## src/design/sawm_pkg.sv

```systemverilog
`timescale 1ns / 1ps

package sawm_pkg;

    localparam int MAX_WINDOW = 1024;
    localparam int ALPHABET   = 26;

    localparam int LETTER_W = 5;
    localparam int ACTION_W = 2;
    localparam int POS_W    = 32;
    localparam int RING_AW  = $clog2(MAX_WINDOW);
    localparam int LEN_W    = $clog2(MAX_WINDOW + 1);
    localparam int CNT_W    = LEN_W + 1;
    localparam int TALLY_W  = $clog2(ALPHABET + 1);

    localparam int FIFO_DEPTH = 4;
    localparam int FIFO_AW    = $clog2(FIFO_DEPTH);
    localparam int FIFO_CW    = $clog2(FIFO_DEPTH + 1);

    localparam int IN_DATA_W  = 8;
    localparam int RESULT_W   = 1 + POS_W + 1;
    localparam int OUT_DATA_W = ((RESULT_W + 7) / 8) * 8;

    localparam logic [ACTION_W-1:0] ACT_LOAD  = 2'd0;
    localparam logic [ACTION_W-1:0] ACT_TEXT  = 2'd1;
    localparam logic [ACTION_W-1:0] ACT_CLEAR = 2'd2;

    typedef enum logic [1:0] {
        OP_NONE  = 2'd0,
        OP_LOAD  = 2'd1,
        OP_TEXT  = 2'd2,
        OP_CLEAR = 2'd3
    } op_t;

    typedef struct packed {
        op_t                 op;
        logic [LETTER_W-1:0] letter;
        logic                remove;
        logic                match_ok;
        logic [POS_W-1:0]    start;
        logic                error;
    } item_t;

    typedef struct packed {
        logic             error;
        logic [POS_W-1:0] start_index;
        logic             match;
    } result_t;

endpackage

```

## src/design/sawm_fifo.sv

```systemverilog
`timescale 1ns / 1ps

module sawm_fifo
    import sawm_pkg::*;
(
    input  logic               clk,
    input  logic               rst_n,
    input  logic               push,
    input  result_t            push_data,
    output logic               out_valid,
    input  logic               out_ready,
    output result_t            out_data,
    output logic [FIFO_CW-1:0] count
);

    localparam logic [FIFO_AW-1:0] PTR_LAST = FIFO_AW'(FIFO_DEPTH - 1);

    result_t             buf_mem [0:FIFO_DEPTH-1];
    logic [FIFO_AW-1:0]  wr_ptr_reg, rd_ptr_reg;
    logic [FIFO_CW-1:0]  count_reg, count_next;
    logic                pop;

    assign pop = out_valid && out_ready;

    always_comb
    begin
        count_next = count_reg;
        if (push && !pop)
        begin
            count_next = count_reg + FIFO_CW'(1);
        end
        else if (!push && pop)
        begin
            count_next = count_reg - FIFO_CW'(1);
        end
    end

    always_ff @(posedge clk or negedge rst_n)
    begin
        if (!rst_n)
        begin
            wr_ptr_reg <= '0;
            rd_ptr_reg <= '0;
            count_reg  <= '0;
        end
        else
        begin
            count_reg <= count_next;
            if (push)
            begin
                wr_ptr_reg <= (wr_ptr_reg == PTR_LAST) ? '0 : wr_ptr_reg + FIFO_AW'(1);
            end
            if (pop)
            begin
                rd_ptr_reg <= (rd_ptr_reg == PTR_LAST) ? '0 : rd_ptr_reg + FIFO_AW'(1);
            end
        end
    end

    always_ff @(posedge clk)
    begin
        if (push)
        begin
            buf_mem[wr_ptr_reg] <= push_data;
        end
    end

    assign out_valid = count_reg != '0;
    assign out_data  = buf_mem[rd_ptr_reg];
    assign count     = count_reg;

endmodule

```

## config.mk

```make
export PLATFORM = sky130hd
export DESIGN_NAME = sawm_fifo
export DESIGN_NICKNAME = d
export VERILOG_FILES = /design/src/design/sawm_pkg.sv /design/src/design/sawm_fifo.sv
export SDC_FILE = /design/constraint.sdc
export NUM_CORES = 1
export LEC_CHECK = 0
export ABC_CLOCK_PERIOD_IN_PS = 2400
export BUFFER_PORTS_ARGS = -buffer_cell sky130_fd_sc_hd__buf_2
export CORE_ASPECT_RATIO = 2
export CORE_MARGIN = 2
export CORE_UTILIZATION = 56
export DETAILED_ROUTE_END_ITERATION = 10
export HOLD_SLACK_MARGIN = 0.03
export PLACE_DENSITY = 0.78
export SYNTH_ARGS = -nofsm -noshare
export SYNTH_HDL_FRONTEND = slang
export SYNTH_SLANG_ARGS = --single-unit
```

## constraint.sdc

```tcl
create_clock -name clk -period 2.4 [get_ports clk]
set_input_delay 0.24 -clock clk [delete_from_list [all_inputs] [get_ports clk]]
set_output_delay 0.24 -clock clk [all_outputs]
set_load 0.05 [all_outputs]
```

==> results of run 1 <==
-- layer usage --
metal | up-vias | global-route usage (%) | share of wire, %
met2 | 71 | 32.6 | 56
met4 | 0 | 7.70 | 1.7
met1 | 1276 | 22.0 | 37
met3 | 13 | 6.52 | 4.6
li1 | 1106 | - | -
met5 | - | 0 | 0
-- path summary, 6_finish.rpt --
kind | startpoint | endpoint | slack, ns | cells after the start
setup / recovery | rd_ptr_reg[0] | out_data[24] | 0.09 | 3
hold / removal | push_data[21] | buf_mem[0][21] | 0.04 | 1
setup reg to reg | count[0] | count[2] | 0.28 | 8
hold reg to reg | count[2] | count[2] | 0.53 | 1
max in group asynchronous | rst_n | rd_ptr_reg[0] | 2.03 | 2
min in group asynchronous | rst_n | count[1] | 0.19 | 2
-- kinds of logic after synthesis --
kind of cell / after synthesis / share of synthesized area, %
xor gates and xnor gates: 3 / 0.489
and+or+nand+nor: 11 / 1.14
muxes: 37 / 15.3
AOI/OAI and AO/OA: 2 / 0.186
buffers and inverters: 11 / 1.91
adders and majority gates: 7 / 1.77
DFF: 143 / 79.2
-- timing repair --
item                      4_1_cts  5_1_grt
setup buffers                   0        0
resized for setup               0        0
hold endpoints to repair       16        0
hold buffers                    5        0
-- worst register-to-register path, stage by stage, from the launching register on --
cell and delay, ns:
dfrtp_1 0.43, or3_4 0.41, nand2_2 0.10, ha_1 0.18
inv_1 0.06, fa_1 0.37, xor2_1 0.17, nor2_1 0.12
xor2_1 0.19
-- where the power goes --
part	leakage [nW]	switching (mW)	internal (mW)
Combinational	0.737	2.26	1.11
Clock	0.263	0.961	1.53
Sequential	1.33	0.244	3.22
Total	2.33	3.46	5.85
-- cell usage in the layout, fill, tap and decap left out, types with 3 or more instances in the layout --
cell | Yosys | layout
edfxtp_1 | 136 | 136
buf_2 | 4 | 75
mux4_2 | 28 | 28
clkbuf_16 | 0 | 17
mux4_1 | 6 | 6
ha_1 | 6 | 6
clkinvlp_4 | 0 | 5
dfrtp_1 | 7 | 5
dlygate4sd3_1 | 0 | 5
buf_4 | 0 | 5
and2_2 | 0 | 4
buf_12 | 3 | 4
inv_1 | 3 | 3
mux2_2 | 3 | 3
nor2_1 | 3 | 3
clkinv_4 | 0 | 3
-- cell type report --
| class | instances | share of cell area (%) |
|---|---|---|
| flip-flops and latches | 143 | 65.2 |
| multi-input cells | 60 | 15.6 |
| repair buffers | 89 | 8.30 |
| clock buffers | 19 | 6.62 |
| clock inverters | 13 | 2.16 |
| well taps | 104 | 1.99 |
| inverters | 3 | 0.172 |
-- metrics by stage --
| step | hold WS, ns | setup slack (ns) | total power [mW] | instance area (sq um) | util, % |
|---|---|---|---|---|---|
| 4_1_cts | 0.0316 | 0.0447 | 9.43 | 6540 | 70.2 |
| 3_3_place_gp | 0.0804 | 0.396 | 6.84 | 5920 | 63.5 |
| 2_1_floorplan | -0.0556 | 0.0581 | 6.17 | 5380 | - |
| 6_report | 0.0430 | 0.0936 | 9.32 | 6540 | 70.2 |
| 5_1_grt | 0.0358 | 0.00179 | 9.66 | 6540 | 70.2 |
| 3_5_place_dp | 0.0855 | 0.348 | 6.92 | 5920 | 63.5 |
==> flow_summary.ini, run 1 <==
[status]
outcome = finished, final reports clean

[global_routing]
grt_usage_pct = 19.3
overflow = 0
first_global_vias = 2698
antenna_found_initial = 0
grt_max_degree = 35
grt_first_pass_wirelength_microns = 14100

[synth]
synthesis.nets = 259
synth_warnings = 0
netlist_area_sq_um = 5380
synthTopCellsByCount = edfxtp_1, mux4_2, dfrtp_1
ys_types = 19
async_flop_share_pct = 4.90
synth_flop_cell = edfxtp_1
post-synth-top-count-cell = edfxtp_1
synth_top_area_cell = edfxtp_1
post_synth.cell_area_avg_sq_um = 25.1
seq_area_frac_synth_pct = 79.2
synth_area_leaders = edfxtp_1, mux4_2, dfrtp_1
synth_cells = 214
synth_edf_count = 136
synth_top_cell_area_share_pct = 76.0
ys_ff_latch = 143

[flow_run]
maxCapViolations = 0

[sta]
setup_viol = 0
tns_ns = 0
fmax_mhz = 434
clock_skew_ns = 0.00871
tightest_slew_ns = 0.535
slew_violations = 0
period_minus_slack_ns = 2.31
hold_viol = 0
slew-limit-headroom_pct = 64.3
timing.final.crit_share_pct = 96.1
rsz0062_at_grt = no

[clock_network]
cts-root-buf = clkbuf_16
clock_latency_ns = 0.41
clockBufferDepth = 2
cts_made_buffers = 17
cts_htree_levels = 4
clk_pin_slew_ns = 0.06
clock_sinks = 143
cts_tree = done

[cells_and_area]
nets = 359
seq_area_sq_um = 4260
diodes = 0
layout-drive-gt1-share_pct = 46.5
finalNonFillerCells = 431
syn2layout_area_growth_pct = 21.6
largest_reg_flops = 136
multi_input_area_sq_um = 1020
n_fill_cell = 542

[floorplanning]
rows = 50
io_pins = 76
core_sq_um = 9320
dieArea_sq_um = 10400
fp.dieH_microns = 143
start_util_pct = 57.7
die_x_microns = 73.3

[placement]
gp_congestion = 0.720
hpwl_microns = 5770
dp.cells = 394
io_buffers = 75

[setup_path]
crit_buf_inv = 2
slowest_stage = dfrtp_2
required_ns = 2.16
cp-end-kind = primary output
startpoint_type = flop
path_delay_family = flip-flops
critPathKind = flop to primary output
slowest_delay_ns = 0.66
worstPathArrival_ns = 2.07
crit_chain = buf_4 -> mux4_2 -> buf_2
path_max_fanout = 13

[detailed_routing]
drt-vias-per-instance = 5.72
drtIter0Drc = 132
totalWireLength_microns = 9210
wl_per_cell_microns = 21.4
drc = 0
detail-route-antenna-nets = 0
via_count = 2466
firstDrtPassIters = 4

[worst_hold_path]
min_path_type = input port to flop

[power]
p_per_area_nw_per_um2 = 1420
max-vdd-ir-drop_uv = 1140
p_leak_nw = 2.33
Power figures use the tool's default switching activity.
==> inputs of run 2 (changes only) <==
--- a/config.mk
+++ b/config.mk
@@ -5,14 +5,16 @@
 export SDC_FILE = /design/constraint.sdc
 export NUM_CORES = 1
 export LEC_CHECK = 0
+export ABC_AREA = 1
 export ABC_CLOCK_PERIOD_IN_PS = 2400
 export BUFFER_PORTS_ARGS = -buffer_cell sky130_fd_sc_hd__buf_2
 export CORE_ASPECT_RATIO = 2
 export CORE_MARGIN = 2
-export CORE_UTILIZATION = 56
+export CORE_UTILIZATION = 57
 export DETAILED_ROUTE_END_ITERATION = 10
 export HOLD_SLACK_MARGIN = 0.03
-export PLACE_DENSITY = 0.78
+export PLACE_DENSITY = 0.79
+export SETUP_SLACK_MARGIN = 0.1
 export SYNTH_ARGS = -nofsm -noshare
 export SYNTH_HDL_FRONTEND = slang
 export SYNTH_SLANG_ARGS = --single-unit
==> flow_summary.ini, run 2 <==
[synth]
post-synth-top-count-cell = edfxtp_1
ys_types = 16
synth_area_leaders = edfxtp_1, o211ai_1, nand2_1
synth_mux_area_share_pct = 0
post_synth.cell_area_avg_sq_um = 12.9
synth_fa_ha_area_share_pct = 1.64
synth_top_area_cell = edfxtp_1
synth_xor_area_share_pct = 0.151
async_flop_share_pct = 4.90
synth_top_cell_area_share_pct = 70.6
synth_edf_count = 136
synth_flop_cell = edfxtp_1
synth_warnings = 0
yosys.area_share.simple_pct = 8.41
seq_area_frac_synth_pct = 73.6
synth_cells = 450
synth_top_family_by_area = compound AO/OA/AOI/OAI gates
netlist_area_sq_um = 5790
synthesis.nets = 495
synthTopCellsByCount = edfxtp_1, nand2_1, inv_1
ys_ff_latch = 143
synth-compound-area-share_pct = 8.99

[global_routing]
overflow = 0
first_global_vias = 3565
grt_first_pass_wirelength_microns = 16400
grt_max_degree = 65
grt_usage_pct = 20.6
antenna_found_initial = 0

[detailed_routing]
drc = 0
drtIter0Drc = 223
firstDrtPassIters = 4
drt-vias-per-instance = 5.17
totalWireLength_microns = 10500
detail-route-antenna-nets = 0
via_count = 3537
wl_per_cell_microns = 15.4

[cells_and_area]
n_fill_cell = 715
nets = 581
layout_commonest_cell = edfxtp_1
syn2layout_area_growth_pct = 19.6
diodes = 0
final_cell_mix = edfxtp_1, nand2_1, buf_2, inv_1, o211ai_1
stdcell_area_sq_um = 6920
layout-drive-gt1-share_pct = 22.0
seq_area_sq_um = 4260
multi_input_area_sq_um = 1110
largest_reg_flops = 136

[sta]
tns_ns = 0
setup_viol = 0
timing.final.crit_share_pct = 87.5
hold_viol = 0
rsz0062_at_grt = no
slew_violations = 0
tightest_slew_ns = 0.734
clock_skew_ns = 0.00782
period_minus_slack_ns = 2.10
fin_ws_ns = 0.299
fmax_mhz = 476
hold_slack_ns = 0.0464
slew-limit-headroom_pct = 50.8

[floorplanning]
rows = 52
dieArea_sq_um = 11000
io_pins = 76
start_util_pct = 57.8
die_x_microns = 75.3
fp.dieH_microns = 147
core_sq_um = 10000

[setup_path]
startpoint_type = flop
cp-end-kind = primary output
critPathKind = flop to primary output
required_ns = 2.16
path_max_fanout = 64
worstPathArrival_ns = 1.86

[clock_network]
cts_htree_levels = 4
clk_pin_slew_ns = 0.06
cts_tree = done
clock_latency_ns = 0.41
clock_sinks = 143
cts_made_buffers = 17
cts-root-buf = clkbuf_16
cts_resized = 0
clockBufferDepth = 2

[worst_hold_path]
min_path_type = input port to flop

[power]
p_per_area_nw_per_um2 = 1400
p_total_mw = 9.71
p_leak_nw = 2.83
max-vdd-ir-drop_uv = 1090

[status]
outcome = finished, final reports clean

[placement]
hpwl_microns = 6790
dpl_cell_area_sq_um = 6380
io_buffers = 75
gp_congestion = 0.822
pre_cts_slack_ns = 0.414

[flow_run]
maxCapViolations = 0
[run 2: cell count changes after synthesis, moves of 2 or more]
cell	previous run	this run
buf_2	4	16
buf_4	0	5
nand2_1	2	121
buf_12	3	0
mux2_2	3	0
inv_1	3	78
nand3_1	0	3
o211ai_1	0	68
mux4_1	6	0
mux4_2	28	0
and2_1	4	0
xor2_1	2	0
[run 2: final cells by class]
| type | count | share of cell area (%) |
|---|---|---|
| Clock inverter | 14 | 1.36 |
| Inverter | 79 | 4.28 |
| Clock buffer | 18 | 6.20 |
| Sequential cell | 143 | 61.6 |
| Multi-Input combinational cell | 206 | 16.0 |
| Tap cell | 135 | 2.44 |
| Timing Repair Buffer | 89 | 8.11 |
[run 2: per-layer routing]
layer	global-route usage (%)	routed length, microns	up-vias
met3	5.18	448	20
met5	0	0	-
met2	36.9	5960	90
met4	9.56	304	0
li1	-	-	1725
met1	21.4	3810	1702
[run 2: where the power goes]
part	switching (mW)	leakage (nW)	total, mW	internal [mW]
clock network	0.952	0.260	2.26	1.31
logic	3.03	1.24	4.04	1.01
registers	0.186	1.33	3.41	3.22
[run 2: path summary, 6_finish.rpt]
| path | from | to | slack, ns | depth (start not counted) |
|---|---|---|---|---|
| worst max-delay path | rd_ptr_reg[0] | out_data[31] | 0.30 | 4 |
| worst min-delay path | push_data[13] | buf_mem[3][13] | 0.05 | 1 |
| worst max register to register | wr_ptr_reg[0] | buf_mem[2][12] | 0.42 | 5 |
| worst min register to register | count[2] | count[2] | 0.52 | 2 |
| max in group asynchronous | rst_n | rd_ptr_reg[0] | 2.03 | 2 |
| min in group asynchronous | rst_n | rd_ptr_reg[0] | 0.20 | 2 |
[run 2: critical path, stage by stage (launching register included)]
cell and delay [ns]:
dfrtp_4 0.59, buf_12 0.24, o211ai_1 0.25, nand2_1 0.13, buf_2 0.23
[run 2: timing repair]
| item | 4_1_cts | 5_1_grt |
|---|---|---|
| hold endpoints to repair | 7 | 0 |
| buffers inserted | 0 | 1 |
| hold buffers | 1 | 0 |
| endpoints found under the setup margin | 0 | 1 |
[run 2: logic make-up after synthesis]
family	after synthesis
AOI/OAI and AO/OA	70
xor gates and xnor gates	1
adders and majority gates	7
buffers and inverters	101
DFF	143
and+or+nand+nor	128
[run 2: metrics by stage]
| stage | instances | utilization (%) |
|---|---|---|
| floorplan | 450 | - |
| global placement | 650 | 63.7 |
| detailed placement | 650 | 63.7 |
| CTS | 683 | 69.0 |
| global route | 684 | 69.1 |
| finish | 684 | 69.1 |
