## config.mk

```make
export PLATFORM = sky130hd
export DESIGN_NAME = sawm_tally
export DESIGN_NICKNAME = d
export VERILOG_FILES = /design/src/design/sawm_pkg.sv /design/src/design/sawm_tally.sv
export SDC_FILE = /design/constraint.sdc
export NUM_CORES = 1
export LEC_CHECK = 0
export BUFFER_PORTS_ARGS = -buffer_cell sky130_fd_sc_hd__buf_2
export CAP_MARGIN = 15
export CORE_MARGIN = 2
export CORE_UTILIZATION = 25
export DETAILED_ROUTE_END_ITERATION = 8
export HOLD_SLACK_MARGIN = 0.03
export PLACE_DENSITY = 0.43
export SETUP_SLACK_MARGIN = 0.02
export SYNTH_ARGS = -nofsm -noshare
export SYNTH_HDL_FRONTEND = slang
export SYNTH_SLANG_ARGS = --single-unit
```

## constraint.sdc

```tcl
create_clock -name clk -period 22.2 [get_ports clk]
set_input_delay 0 -clock clk [delete_from_list [all_inputs] [get_ports clk]]
set_output_delay 0 -clock clk [all_outputs]
set_load 0.02 [all_outputs]
```

## src/design/sawm_pkg.sv

```systemverilog
`timescale 1ns / 1ps

package sawm_pkg;

    localparam int MAX_WINDOW = 1024;
    localparam int ALPHABET   = 26;

    localparam int LETTER_W = 5;
    localparam int ACTION_W = 2;
    localparam int POS_W    = 32;
    localparam int RING_AW  = $clog2(MAX_WINDOW);
    localparam int LEN_W    = $clog2(MAX_WINDOW + 1);
    localparam int CNT_W    = LEN_W + 1;
    localparam int TALLY_W  = $clog2(ALPHABET + 1);

    localparam int FIFO_DEPTH = 4;
    localparam int FIFO_AW    = $clog2(FIFO_DEPTH);
    localparam int FIFO_CW    = $clog2(FIFO_DEPTH + 1);

    localparam int IN_DATA_W  = 8;
    localparam int RESULT_W   = 1 + POS_W + 1;
    localparam int OUT_DATA_W = ((RESULT_W + 7) / 8) * 8;

    localparam logic [ACTION_W-1:0] ACT_LOAD  = 2'd0;
    localparam logic [ACTION_W-1:0] ACT_TEXT  = 2'd1;
    localparam logic [ACTION_W-1:0] ACT_CLEAR = 2'd2;

    typedef enum logic [1:0] {
        OP_NONE  = 2'd0,
        OP_LOAD  = 2'd1,
        OP_TEXT  = 2'd2,
        OP_CLEAR = 2'd3
    } op_t;

    typedef struct packed {
        op_t                 op;
        logic [LETTER_W-1:0] letter;
        logic                remove;
        logic                match_ok;
        logic [POS_W-1:0]    start;
        logic                error;
    } item_t;

    typedef struct packed {
        logic             error;
        logic [POS_W-1:0] start_index;
        logic             match;
    } result_t;

endpackage

```

## src/design/sawm_tally.sv

```systemverilog
`timescale 1ns / 1ps

module sawm_tally
    import sawm_pkg::*;
(
    input  logic                clk,
    input  logic                rst_n,
    input  logic                item_valid,
    input  item_t               item,
    input  logic [LETTER_W-1:0] old_letter,
    output logic                res_valid,
    output result_t             res
);

    localparam logic [CNT_W-1:0] ONE = CNT_W'(1);

    // Added letters minus pattern letters, and removed letters, per code.
    logic [CNT_W-1:0] add_mem [0:ALPHABET-1];
    logic [CNT_W-1:0] rem_mem [0:ALPHABET-1];

    logic                s2_valid_reg;
    item_t               s2_item_reg;
    logic [LETTER_W-1:0] s2_old_reg;
    logic [CNT_W-1:0]    add_c_rd_reg, add_o_rd_reg, rem_c_rd_reg, rem_o_rd_reg;
    logic [ALPHABET-1:0] add_vld_reg, add_vld_next;
    logic [ALPHABET-1:0] rem_vld_reg, rem_vld_next;
    logic                add_byp_en_reg, rem_byp_en_reg;
    logic [LETTER_W-1:0] add_byp_addr_reg, rem_byp_addr_reg;
    logic [CNT_W-1:0]    add_byp_data_reg, rem_byp_data_reg;
    logic [TALLY_W-1:0]  diff_reg, diff_next;

    logic [LETTER_W-1:0] c2, o2;
    logic                is_load, mem_op, rem_op, clr_op;
    logic [CNT_W-1:0]    add_c, add_o, rem_c, rem_o;
    logic [CNT_W-1:0]    d_c, d_o, d_o_n, d_c_cur, d_c_n;
    logic                t1_up, t1_dn, t2_up, t2_dn;
    logic                add_we, rem_we;
    logic [CNT_W-1:0]    add_wdata, rem_wdata;

    assign c2      = s2_item_reg.letter;
    assign o2      = s2_old_reg;
    assign is_load = s2_item_reg.op == OP_LOAD;
    assign mem_op  = s2_valid_reg && (is_load || (s2_item_reg.op == OP_TEXT));
    assign rem_op  = s2_valid_reg && (s2_item_reg.op == OP_TEXT) && s2_item_reg.remove;
    assign clr_op  = s2_valid_reg && (s2_item_reg.op == OP_CLEAR);

    always_comb
    begin
        add_c = (add_byp_en_reg && add_byp_addr_reg == c2) ? add_byp_data_reg :
                (add_vld_reg[c2] ? add_c_rd_reg : '0);
        add_o = (add_byp_en_reg && add_byp_addr_reg == o2) ? add_byp_data_reg :
                (add_vld_reg[o2] ? add_o_rd_reg : '0);
        rem_c = (rem_byp_en_reg && rem_byp_addr_reg == c2) ? rem_byp_data_reg :
                (rem_vld_reg[c2] ? rem_c_rd_reg : '0);
        rem_o = (rem_byp_en_reg && rem_byp_addr_reg == o2) ? rem_byp_data_reg :
                (rem_vld_reg[o2] ? rem_o_rd_reg : '0);
    end

    always_comb
    begin
        d_c     = add_c - rem_c;
        d_o     = add_o - rem_o;
        d_o_n   = d_o - ONE;
        t1_up   = rem_op && (d_o == '0);
        t1_dn   = rem_op && (d_o_n == '0);
        d_c_cur = (rem_op && (o2 == c2)) ? d_o_n : d_c;
        d_c_n   = is_load ? d_c_cur - ONE : d_c_cur + ONE;
        t2_up   = mem_op && (d_c_cur == '0);
        t2_dn   = mem_op && (d_c_n == '0);
        diff_next = diff_reg + TALLY_W'(t1_up) + TALLY_W'(t2_up)
                    - TALLY_W'(t1_dn) - TALLY_W'(t2_dn);

        add_we    = mem_op;
        add_wdata = is_load ? add_c - ONE : add_c + ONE;
        rem_we    = rem_op;
        rem_wdata = rem_o + ONE;

        add_vld_next = add_vld_reg;
        rem_vld_next = rem_vld_reg;
        if (clr_op)
        begin
            add_vld_next = '0;
            rem_vld_next = '0;
        end
        else
        begin
            if (add_we)
            begin
                add_vld_next = add_vld_reg | (ALPHABET'(1) << c2);
            end
            if (rem_we)
            begin
                rem_vld_next = rem_vld_reg | (ALPHABET'(1) << o2);
            end
        end
    end

    always_ff @(posedge clk or negedge rst_n)
    begin
        if (!rst_n)
        begin
            s2_valid_reg   <= 1'b0;
            add_vld_reg    <= '0;
            rem_vld_reg    <= '0;
            add_byp_en_reg <= 1'b0;
            rem_byp_en_reg <= 1'b0;
            diff_reg       <= '0;
        end
        else
        begin
            s2_valid_reg   <= item_valid;
            add_vld_reg    <= add_vld_next;
            rem_vld_reg    <= rem_vld_next;
            add_byp_en_reg <= add_we;
            rem_byp_en_reg <= rem_we;
            if (clr_op)
            begin
                diff_reg <= '0;
            end
            else if (mem_op)
            begin
                diff_reg <= diff_next;
            end
        end
    end

    always_ff @(posedge clk)
    begin
        s2_item_reg      <= item;
        s2_old_reg       <= old_letter;
        add_byp_addr_reg <= c2;
        add_byp_data_reg <= add_wdata;
        rem_byp_addr_reg <= o2;
        rem_byp_data_reg <= rem_wdata;
    end

    always_ff @(posedge clk)
    begin
        add_c_rd_reg <= add_mem[item.letter];
        add_o_rd_reg <= add_mem[old_letter];
        if (add_we)
        begin
            add_mem[c2] <= add_wdata;
        end
    end

    always_ff @(posedge clk)
    begin
        rem_c_rd_reg <= rem_mem[item.letter];
        rem_o_rd_reg <= rem_mem[old_letter];
        if (rem_we)
        begin
            rem_mem[o2] <= rem_wdata;
        end
    end

    always_comb
    begin
        res.match       = (s2_item_reg.op == OP_TEXT) && s2_item_reg.match_ok
                          && (diff_next == '0);
        res.start_index = res.match ? s2_item_reg.start : '0;
        res.error       = s2_item_reg.error;
    end

    assign res_valid = s2_valid_reg;

endmodule

```

==> impl_table.tex <==
\begin{tabular}{lr}
\hline
Metric & Value \\
\hline
\multicolumn{2}{l}{\textbf{Worst setup path}} \\
\quad Setup CP Type & flip-flop to primary output \\
\quad Critical path required time & $\sim$22 ns \\
\quad R2R Path Start & o2[1]\$\_DFF\_P\_ \\
\quad Crit path max-delay cell type & dfxtp\_1 \\
\quad Max FO, Critical Path & 33 \\
\quad Setup crit start kind & flip-flop \\
\quad Reg-to-Reg End & diff\_reg[3]\$\_DFFE\_PN0P\_ \\
\quad Endpoint type of the worst setup path & primary output \\
\quad Worst Reg-to-Reg Cells & 33 \\
\quad Data arrival time of the critical path & $\sim$11 ns \\
\quad Worst setup slack for register-to-register paths & 12.81 ns \\
\quad Cell repeated most along the worst path & fa\_1 \\
\quad Maximum cell stage delay along the critical path & about 1.0 ns \\
\multicolumn{2}{l}{\textbf{STA}} \\
\quad Timing-limited maximum frequency & a little over 90 MHz \\
\quad Worst Tran Pin Value & 1.12 ns \\
\quad Unrepaired setup endpoints after global routing & false \\
\quad Clock Skews & around 0.031 ns \\
\quad Final hold violations & 0 \\
\quad Accumulated negative setup slack & 0 ns \\
\quad Final worst-path cycle share & about half \\
\quad Minimum period implied by the final worst setup slack & 10.82 ns \\
\quad Endpoints failing setup & 0 \\
\quad Worst relative slew slack & about a quarter \\
\quad Final max-slew violation count & 0 \\
\multicolumn{2}{l}{\textbf{Floorplanning}} \\
\quad Row count & 143 \\
\quad Overall die area & about 160000 um\^{}2 \\
\quad DIE WIDTH & 395 um \\
\quad Initial core utilization & 25.2\% \\
\quad Die H & around 400 um \\
\quad Count of boundary I/O pins & between 80 and 90 \\
\quad Floorplan Core Area & between 150000 and 200000 um\^{}2 \\
\multicolumn{2}{l}{\textbf{Logic synthesis}} \\
\quad Largest cells by area after synthesis & edfxtp\_1, mux4\_2, dfxtp\_1 \\
\quad Mapped Cells & approximately 2300 \\
\quad Share of the yosys chip area belonging to registers & 59.7\% \\
\quad Post-Syn Area & 38200 um\^{}2 \\
\quad Number of enable-type register cells in the synthesized netlist & approximately 620 \\
\quad Number of distinct library cells after synthesis & 67 \\
\quad Syn. warnings & 0 \\
\quad Net count after synthesis & about 2400 \\
\quad Largest area contributor in the netlist & edfxtp\_1 \\
\quad Average size of a mapped cell & 16.7 um\^{}2 \\
\quad Main synth FF type & edfxtp\_1 \\
\quad Flop and latch count out of synthesis & between 800 and 900 \\
\quad Top cell type's share of synthesized area & between 40\% and 50\% \\
\quad FFs w/ async S/R, synth & under 10\% \\
\multicolumn{2}{l}{\textbf{GRT}} \\
\quad Initial antenna violation count & 1 \\
\quad GRT Total Usage & approximately 15\% \\
\quad Leftover overflow at the end of global routing & 0 \\
\quad Vias in the first global route & roughly 24000 \\
\quad Largest net degree at the start of global routing & 90 \\
\quad First-pass GRT wire length & 171000 um \\
\multicolumn{2}{l}{\textbf{Routing}} \\
\quad Count of vias placed by the detailed router & approximately 22000 \\
\quad Total wirelength of the detailed-routed design & roughly 120000 um \\
\quad Iteration-0 DRC Markers & around 1700 \\
\quad Post-DR wirelength/cell & between 20 and 30 um \\
\quad Number of nets still failing antenna checks after routing & 0 \\
\quad Number of design rule violations left after detail routing & 0 \\
\quad Number of iterations in the first detailed-routing pass & 5 \\
\quad Vias/cell & roughly 4.9 \\
\multicolumn{2}{l}{\textbf{Run}} \\
\quad Max-capacitance violation count & 0 \\
\multicolumn{2}{l}{\textbf{Final layout}} \\
\quad Fraction of final layout cells with drive strength greater than 1 & between 20\% and 30\% \\
\quad Final core utilization & between 20 and 30\% \\
\quad Fill cell count & 14800 \\
\quad Area delta synth->final & 19.1\% \\
\quad Number of nets in the layout & 2605 \\
\quad Post-Layout Inst Area & roughly 45000 um\^{}2 \\
\multicolumn{2}{l}{\textbf{Power}} \\
\quad Part of the total power dissipated in the clock network & a little over two fifths \\
\quad Pwr dens & between 70 and 80 nW/um\^{}2 \\
\quad Sequential group share of total power & about 47\% \\
\quad Maximum ir drop on the vdd rail & about 0.058 mV \\
\quad Proportion of power drawn by combinational gates & a little over a tenth \\
\quad Switching part of the total & 24.4\% \\
\quad Internal power of the cells & roughly 0.0027 W \\
\quad Leakage power summed over all cells & 15.1 nW \\
\quad Switching component of the power & 0.000887 W \\
\multicolumn{2}{l}{\textbf{Clock tree}} \\
\quad H-tree depth & 3 \\
\quad CTS tree & yes \\
\quad Later-pin clock latency in the skew report & 0.70 ns \\
\quad Number of buffers inserted during clock tree synthesis & 92 \\
\quad CTS Root Buffer Type & clkbuf\_16 \\
\quad Worst-path clk slew & about 0.060 ns \\
\quad CTS Buffer Depth & 3 \\
\quad Clock sink total & 813 \\
\multicolumn{2}{l}{\textbf{Worst hold path}} \\
\quad Sink of the worst hold path & c2[0]\$\_DFF\_P\_ \\
\quad Worst min-delay path category & input port to flip-flop \\
\quad Min-Delay Startpoint & item[35] \\
\quad Number of cells on the worst hold path & 2 \\
\multicolumn{2}{l}{\textbf{Place}} \\
\quad Post-detailed-placement cell area & slightly above 40000 um\^{}2 \\
\quad Detail Placement HPWL & approximately 72000 um \\
\quad Number of buffer cells added on primary ports & between 80 and 90 \\
\quad Routability cong. & around 0.82 \\
\multicolumn{2}{l}{\textbf{Outcome}} \\
\quad Outcome & completed \\
\hline
\end{tabular}
## how the worst max path moves through the flow
stage	slack [ns]	end	startpoint	depth (start not counted)
after floorplan	12.74	res[23]	o2[0]$_DFF_P_	38
after global placement	11.62	res[26]	o2[1]$_DFF_P_	35
after detailed placement	11.26	res[17]	o2[1]$_DFF_P_	35
after CTS	10.49	res[17]	o2[1]$_DFF_P_	35
after global routing	10.54	res[17]	o2[1]$_DFF_P_	35
final	11.38	res[24]	o2[1]$_DFF_P_	35
## critical path, delay by kind of cell, from the launching register on
kind | cells | cell delay [ns]
AND/OR/NAND/NOR | 13 | 3.49
adder cells (fa/ha/maj) | 7 | 2.57
flip-flops | 1 | 1.02
XOR/XNOR | 2 | 0.37
multiplexers | 1 | 0.43
AO/OA/AOI/OAI | 8 | 1.83
buffers and inverters | 4 | 0.45
## power groups by stage
stage                     Combinational, W  Sequential (W)  Clock (W)
after floorplan                   0.000266         0.00173          0
after global placement            0.000379         0.00175          0
after detailed placement          0.000384         0.00175          0
after CTS                         0.000398         0.00172    0.00156
after global routing              0.000437         0.00172    0.00162
final                             0.000402         0.00172    0.00152
## cell families after synthesis
kind of cell / count (synthesis) / synth area share [%]
flip-flops: 813 / 59.7
multiplexers: 474 / 24.2
AND/OR/NAND/NOR: 379 / 5.14
AO/OA/AOI/OAI: 310 / 5.36
buffers and inverters: 180 / 1.83
XOR/XNOR: 73 / 1.71
adder cells (fa/ha/maj): 58 / 2.02
## stage by stage
step | total power (W) | worst slack (ns) | hold WS, ns | cells
after floorplan | 0.00200 | 12.74 | -0.296 | 2287
after global placement | 0.00213 | 11.62 | 0.102 | 4339
after detailed placement | 0.00214 | 11.26 | 0.104 | 4342
after CTS | 0.00368 | 10.49 | 0.0986 | 4600
after global routing | 0.00377 | 10.54 | 0.170 | 4606
final | 0.00364 | 11.38 | 0.123 | 4609
## what timing repair did
| item | CTS | global route |
|---|---|---|
| gates resized for setup | 0 | 0 |
| buffers inserted | 0 | 0 |
| hold buffers | 85 | 0 |
| hold endpoints to repair | 112 | 0 |
## layout by cell type (no fill, tap or decap), types with 12 or more instances in the layout
cell	instances
a211oi_1	50
a21oi_1	87
a22o_1	20
and2_1	34
buf_2	75
buf_4	90
clkbuf_1	27
clkbuf_16	94
clkinv_2	16
dfrtp_1	60
dfxtp_1	128
dlygate4sd3_1	84
edfxtp_1	624
ha_1	52
inv_1	33
mux2_2	49
mux2i_1	61
mux4_2	355
nand2_1	72
nand2b_1	15
nand3_1	23
nor2_1	90
nor2b_1	61
nor3_1	12
o21a_1	60
o21ai_0	34
xnor2_1	24
xor2_1	31
## synth_stat cells (all sizes together) (6+ instances only)
library cell / instances
and3: 9
edfxtp: 624
nand2b: 15
o21ai: 37
a211oi: 50
dfrtp: 60
a31oi: 6
nor3: 20
and2: 34
xnor2: 35
o211ai: 6
buf: 59
fa: 6
a21oi: 89
xor2: 37
a21o: 9
clkbuf: 88
mux2: 58
mux2i: 61
ha: 52
inv: 33
mux4: 355
a22o: 20
or2: 6
nor2: 93
nand3: 23
o21a: 60
a22oi: 11
nor4: 13
nand2: 73
nor2b: 61
nor3b: 11
dfxtp: 129
## per-layer routing
layer	GRT usage (%)	share of wire, %
met1	20.7	45
met2	24.9	48
met3	1.96	4.6
met4	4.23	2.0
met5	0	0
## area by class of cell
cell class,instances,area (um^2),area share [%]
Antenna cell,3,7.51,0.0165
Clock buffer,133,2610,5.74
Clock inverter,40,384,0.844
Inverter,33,124,0.272
Multi-Input combinational cell,1294,14900,32.8
Sequential cell,813,22800,50.2
Tap cell,2030,2540,5.58
Timing Repair Buffer,263,2110,4.63
Power figures use the tool's default switching activity.
